<file path="src/hdl/avsm_ram.sv">
// generic simple dual port ram, one write port and one registered read port
// no dependencies
module avsm_ram #(
  parameter int unsigned WIDTH = 8,
  parameter int unsigned DEPTH = 16
) (
  input  logic                     clk,
  input  logic                     wr_en,
  input  logic [$clog2(DEPTH)-1:0] wr_addr,
  input  logic [WIDTH-1:0]         wr_data,
  input  logic                     rd_en,
  input  logic [$clog2(DEPTH)-1:0] rd_addr,
  output logic [WIDTH-1:0]         rd_data
);

  logic [WIDTH-1:0] mem [DEPTH];

  always_ff @(posedge clk) begin
    if (wr_en) begin
      mem[wr_addr] <= wr_data;
    end
    if (rd_en) begin
      rd_data <= mem[rd_addr];
    end
  end

endmodule

</file>
<file path="config.mk">
export PLATFORM = sky130hd
export DESIGN_NAME = avsm_ram
export DESIGN_NICKNAME = d
export VERILOG_FILES = /design/src/hdl/avsm_ram.sv
export SDC_FILE = /design/constraint.sdc
export NUM_CORES = 1
export LEC_CHECK = 0
export ABC_AREA = 0
export BUFFER_PORTS_ARGS = -buffer_cell sky130_fd_sc_hd__buf_2
export CORE_MARGIN = 8
export CORE_UTILIZATION = 40
export CTS_CLUSTER_SIZE = 28
export DETAILED_ROUTE_END_ITERATION = 6
export GPL_ROUTABILITY_DRIVEN = 1
export GPL_TIMING_DRIVEN = 0
export HOLD_SLACK_MARGIN = 0.05
export PLACE_DENSITY = 0.66
export SYNTH_ARGS = -nofsm -noshare
export SYNTH_HDL_FRONTEND = slang
export SYNTH_SLANG_ARGS = --single-unit
</file>
<file path="constraint.sdc">
create_clock -name clk -period 2.5 [get_ports clk]
set_clock_uncertainty 0.1 [all_clocks]
set_input_delay 0.5 -clock clk [delete_from_list [all_inputs] [get_ports clk]]
set_output_delay 0.5 -clock clk [all_outputs]
set_load 0.01 [all_outputs]
</file>
# == Word level (Yosys, flattened, before mapping) ==
# Memories as Yosys holds them, arrays and structs flattened. A register that Yosys moved wholly into a read port is not among the register bits.
# Index checks and enable logic that the tools add are counted.
# word_totals
regBits,0
latchBits,0
ram_bits,128
mem_bits_ro,0
inputBits,19
output_inout_bits,8
elab_cells,3
memories,1
# classes
n_addsub,0
n_mul,0
n_div,0
n_lt_le_gt_ge,0
eq_ne,0
shifts,0
mux,2
n_bitwise,0
reduce_logical,0
# memory_table
memory,depth,width,read_ports,rd_ports_with_merged_regs,write_ports,line,text
mem,16,8,1,1,1,16,logic [WIDTH-1:0] mem [DEPTH];
# op_table
operator,count
2-to-1 mux 1 bit,2

# == Logic depth before layout (Yosys ltp) ==
# Gate-level depths: netlist of run 1.
# depth
ltp_word,2
depth_mapped,5
ltp_nobuf,3

# == Worst setup path after synthesis of run 1 ==
# OpenSTA, ideal clock, no wires.
# synth_timing
kind,input port to flip-flop
start,in wr_addr[2]
end,mem mem[0][0] (enable)
setup_time_ns,0.383
arrival_ns,1.610
required_ns,2.017
slack_ns,0.407
path_stages,2
path_buffers,0
path_cell_list,or3b_2 nor3_1
# synth_lines
element,line,text
"start, declared",9,"input logic [$clog2(DEPTH)-1:0] wr_addr,"
"end, declared",16,
# No word-level cell before the write port.

# == Final worst setup path of run 1 ==
# layout_timing
start,in wr_addr[2]
end,mem mem[0][1] (enable)
# No word-level cell before the write port.

==> results of run 1 <==
[flip-flops by register name, summed over array words and instances, names as in the netlist]
name     cells
mem        128
rd_data      8
[critical path, delay by kind of cell]
kind / cells / cell delay [ns]
buffers and inverters: 1 / 0.11
and+or+nand+nor: 2 / 1.54
[per-layer routing]
metal,up-vias,global-route usage (%),routed length [um]
met2,88,20.7,5040
met1,1260,16.0,4270
met3,15,3.51,734
met5,-,0,23
li1,1073,-,-
met4,4,5.94,153
[stage by stage]
| stage | TNS [ns] | total power [mW] | std cells | hold WS [ns] | utilization, % |
|---|---|---|---|---|---|
| 2_1_floorplan | 0 | 2.76 | 229 | 0.499 | - |
| 3_3_place_gp | -1.26 | 2.87 | 426 | 0.647 | 43.9 |
| 3_5_place_dp | -1.23 | 2.87 | 426 | 0.659 | 43.9 |
| 4_1_cts | 0 | 5.40 | 458 | 0.312 | 48.8 |
| 5_1_grt | 0 | 5.51 | 459 | 0.318 | 48.8 |
| 6_report | 0 | 5.37 | 459 | 0.321 | 48.8 |
[synth_stat cells]
| master | count |
|---|---|
| edfxtp_1 | 136 |
| mux4_2 | 18 |
| a22oi_1 | 16 |
| mux4_1 | 14 |
| nor2_1 | 13 |
| nand2_1 | 9 |
| nor3_1 | 4 |
| buf_2 | 3 |
| buf_6 | 3 |
| clkdlybuf4s25_2 | 3 |
| nand2b_1 | 2 |
| nand3b_1 | 2 |
| and2_1 | 1 |
| and2b_1 | 1 |
| buf_4 | 1 |
| nand3_1 | 1 |
| nor2b_1 | 1 |
| or3b_2 | 1 |
[cell usage in the layout (no fill, tap or decap), types with 2 or more instances in the layout]
cell             instances
a22oi_1                 16
buf_2                   28
buf_6                    3
bufinv_16                4
clkbuf_1                 2
clkbuf_16               17
clkdlybuf4s25_2          3
clkinv_2                 3
clkinv_4                 2
clkinvlp_4               3
edfxtp_1               136
mux4_1                  14
mux4_2                  18
nand2_1                  9
nand2b_1                 2
nand3b_1                 2
nor2_1                  13
nor3_1                   4
[area by class of cell]
class / instances / area (um^2) / area share [%]
antenna: 1 / 2.50 / 0.0405
buffer: 10 / 86.3 / 1.40
clock buffer: 19 / 433 / 7.00
clock inverter: 13 / 179 / 2.89
multi-input combinational: 83 / 1060 / 17.1
sequential: 136 / 4080 / 66.1
tap: 172 / 215 / 3.48
timing repair buffer: 25 / 125 / 2.02
[worst paths after layout]
kind	endpoint	slack [ns]
setup / recovery	mem[0][1]$_DFFE_PP_	0.25
hold / removal	rd_data[1]$_DFFE_PP_	0.32
setup reg to reg	rd_data[0]$_DFFE_PP_	0.80
hold reg to reg	rd_data[1]$_DFFE_PP_	0.67
[power by group through the flow]
stage                     sequential (mW)  combinational [mW]  clock (mW)
after floorplan                      2.63               0.130           0
after global placement               2.62               0.241           0
after detailed placement             2.63               0.245           0
after CTS                            2.58               0.247        2.57
after global routing                 2.59               0.262        2.66
final                                2.58               0.244        2.55
[logic make-up after synthesis]
logic type	share of synthesized area, %
DFF	78.1
and+or+nand+nor	3.14
muxes	14.8
AOI/OAI and AO/OA	2.30
buffers and inverters	1.65
==> results.json, run 1 <==
{
  "p_int_mw": 4.33,
  "crit_type": "in2reg",
  "crit_path_start": "wr_addr[2]",
  "pwr-share-comb_pct": 4.5,
  "routed_wl_um": 10200,
  "leakage_nw": 2.04,
  "vdd_drop_max_mv": 0.458,
  "fmax_ghz": 0.445,
  "yosysTopAreaCell": "edfxtp_1",
  "vias_per_cell": 5.32,
  "hp-start": "rd_en",
  "clk_path_buf_depth": 2,
  "die_w_um": 130,
  "seq_power_share_pct": 48.1,
  "clk_pin_slew_ns": 0.06,
  "rsz0062_at_grt": "no",
  "io_buffers": 25,
  "cts_sinks": 136,
  "drc": 0,
  "cp-end-kind": "flop",
  "die_h_um": 130,
  "max-cap-violations": 0,
  "synth_area_leaders": "edfxtp_1 (78%), mux4_2 (7.8%), mux4_1 (7.0%)",
  "first_pass_iters": 5,
  "crit_path_max_fanout": 8,
  "cts-root-buf": "clkbuf_16",
  "fin_area_um2": 6180,
  "mappedNetlistNets": 248,
  "rr_worst_depth": 3,
  "powerDensity_nw_per_um2": 869,
  "fill_cells": 1005,
  "netlist_area_um2": 5230,
  "cts_tree": "built",
  "ant_nets": 0,
  "start_kind": "input pin",
  "worst_path_max_delay_cell": "nor3_1",
  "yosys_register_bits": 136,
  "arrival_ns": 2.16,
  "worstMarginPinSlew_ns": 1.34,
  "post_cts_resized": 0,
  "wl_per_cell_um": 22.3,
  "hpwl_um": 6360,
  "outcome": "finished clean",
  "die_area_um2": 17000,
  "globalplace.congestion": 0.716,
  "final_layout_size_suffix_gt1_share_pct": 29.0,
  "yosys_warnings": 0,
  "sw_frac_of_total_pct": 19.4,
  "overflow": 0,
  "core_um2": 12700,
  "r2r-start": "mem[3][0]$_DFFE_PP_",
  "clkLatencyLatePin_ns": 0.42,
  "timing.slew.headroom_pct": 10.2,
  "setup_violations": 0,
  "io_pins": 27,
  "fin_nets": 292,
  "slowest_delay_ns": 1.03,
  "rows": 41,
  "power.switching_mw": 1.04,
  "synthDistinctLibCells": 18,
  "hold_viol": 0,
  "grt_usage_pct": 12.9,
  "start_util_pct": 41.3,
  "cts_made_buffers": 17,
  "pre_cts_ws_ns": -0.154,
  "holdBufCountCts": 0,
  "hold_path_class": "in2reg",
  "worstPathRequired_ns": 2.42,
  "p_clk_share_pct": 47.4,
  "grt_pass1_wl_um": 15100,
  "placed_area_um2": 5570,
  "maxSlewViolCount": 0,
  "grt_pass1_vias": 2514,
  "cts_max_level": 4,
  "post-cts-setup-buffers": 0,
  "hold_depth": 1,
  "synth_top_cell_area_share_pct": 78.1,
  "synth_area_per_cell_um2": 22.8,
  "fin_ws_ns": 0.255,
  "min_period_ns": 2.25,
  "dr.first_iter.drc_count": 210,
  "grt_start_max_net_pins": 17,
  "ys_seq_area_share_pct": 78.1,
  "syn_inst": 229,
  "antenna_found_initial": 3,
  "finalCritPeriodShare_pct": 89.8,
  "vias": 2440,
  "syn2layout_area_growth_pct": 18.3,
  "crit_chain": "buf_2 -> or3b_2 -> nor3_1"
}
(Power assumes the default switching activity.)
==> run 2: changes to the inputs <==
CTS_BUF_LIST = sky130_fd_sc_hd__clkbuf_4 sky130_fd_sc_hd__clkbuf_8 sky130_fd_sc_hd__clkbuf_16   (was not set)
clock period = 2.42 ns   (was 2.5 ns; I/O delays follow)
==> results.json, run 2 (synthesis gave the netlist of run 1 again) <==
{
  "grt_pass1_vias": 2519,
  "grt_start_max_net_pins": 17,
  "worstPathRequired_ns": 2.34,
  "arrival_ns": 2.07,
  "cts-root-buf": "clkbuf_16",
  "maxSlewViolCount": 0,
  "hold_depth": 1,
  "instances_no_fill": 459,
  "place_inst": 426,
  "ant_nets": 0,
  "use_met3_pct": 3.51,
  "post-cts-setup-buffers": 0,
  "fin_nets": 292,
  "largest_register": "mem",
  "grt-busiest-layer": "met2",
  "fmax_ghz": 0.463,
  "max-cap-violations": 0,
  "layout_commonest_cell": "edfxtp_1",
  "finalCritPeriodShare_pct": 89.2,
  "start_util_pct": 41.3,
  "final_layout_size_suffix_gt1_share_pct": 29.7,
  "min_period_ns": 2.16,
  "clk_pin_slew_ns": 0.06,
  "most-common-layout-cells": "edfxtp_1 (136), buf_2 (28), mux4_2 (18), clkbuf_16 (17), a22oi_1 (16)",
  "crit_path_max_fanout": 8,
  "globalplace.congestion": 0.716,
  "drc": 0,
  "clkLatencyLatePin_ns": 0.41,
  "grt_pass1_wl_um": 15200,
  "crit_type": "in2reg",
  "grt.met1_usage_pct": 16.1,
  "clk_path_buf_depth": 2,
  "worstMarginPinSlew_ns": 1.24,
  "rsz0062_at_grt": "no",
  "leakage_nw": 2.05,
  "io_buffers": 25,
  "core_um2": 12700,
  "post_cts_resized": 0,
  "rr_worst_depth": 3,
  "hpwl_um": 6360,
  "cp-end-kind": "flop",
  "vdd_drop_max_mv": 0.473,
  "die_area_um2": 17000,
  "routed_wl_um": 10100,
  "outcome": "finished clean",
  "cts_max_level": 4,
  "overflow": 0,
  "fin_ws_ns": 0.261,
  "antenna_found_initial": 3,
  "syn2layout_area_growth_pct": 18.4,
  "wl_per_cell_um": 22.0,
  "powerDensity_nw_per_um2": 899,
  "met2_usage_pct": 20.7,
  "top_regs": "mem: 128 flops, rd_data: 8 flops",
  "hold_path_class": "in2reg",
  "io_pins": 27,
  "cts_made_buffers": 17,
  "start_kind": "input pin",
  "timing.slew.headroom_pct": 16.7,
  "pre_cts_ws_ns": -0.218,
  "grt_usage_pct": 12.9,
  "largest_register_ffs": 128,
  "vias": 2419,
  "cts_tree": "built",
  "cts_sinks": 136,
  "die_h_um": 130,
  "first_pass_iters": 4,
  "hold_viol": 0,
  "vias_per_cell": 5.27,
  "die_w_um": 130,
  "dr.first_iter.drc_count": 191,
  "setup_violations": 0,
  "holdBufCountCts": 0,
  "rows": 41
}
run 2: cell counts in the layout (fill, tap and decap cells not counted):
Identical to the previous run, type by type.
run 2: worst paths after layout:
check	slack, ns	endpoint	from
setup / recovery	0.26	mem[0][2]$_DFFE_PP_	wr_addr[2]
hold / removal	0.31	rd_data[4]$_DFFE_PP_	rd_en
setup reg to reg	0.74	rd_data[5]$_DFFE_PP_	mem[9][5]$_DFFE_PP_
hold reg to reg	0.67	rd_data[3]$_DFFE_PP_	mem[3][3]$_DFFE_PP_
run 2: metrics by stage:
step | setup TNS (ns) | utilization, % | hold slack, ns | cell area (um^2) | total power [mW]
after floorplan | 0 | - | 0.483 | 5230 | 2.85
after global placement | -1.77 | 43.9 | 0.647 | 5570 | 2.96
after detailed placement | -1.74 | 43.9 | 0.659 | 5570 | 2.97
after CTS | 0 | 48.8 | 0.296 | 6190 | 5.60
after global routing | 0 | 48.8 | 0.302 | 6190 | 5.72
final | 0 | 48.8 | 0.305 | 6190 | 5.57
run 2: cell type report:
class,count,area [um^2]
fillers,1003,6480
flip-flops and latches,136,4080
multi-input cells,83,1060
clock buffers,19,440
well taps,172,215
clock inverters,13,179
repair buffers,25,125
plain buffers,10,86.3
diodes,1,2.50
run 2: routing by layer:
layer / share of wire, % / vias to the layer above
met4: 1.4 / 4
met1: 42 / 1237
met3: 7.6 / 14
li1: - / 1077
met5: 0.23 / -
met2: 49 / 87
run 2: critical path: stages:
cell	delay, ns
buf_2	0.11
or3b_2	0.51
nor3_1	0.96
run 2: power by group:
part           total, mW  switching, mW  internal, mW
Sequential          2.67         0.0121          2.66
Combinational      0.250          0.148         0.102
Clock               2.65          0.911          1.74
Total               5.57           1.07          4.50
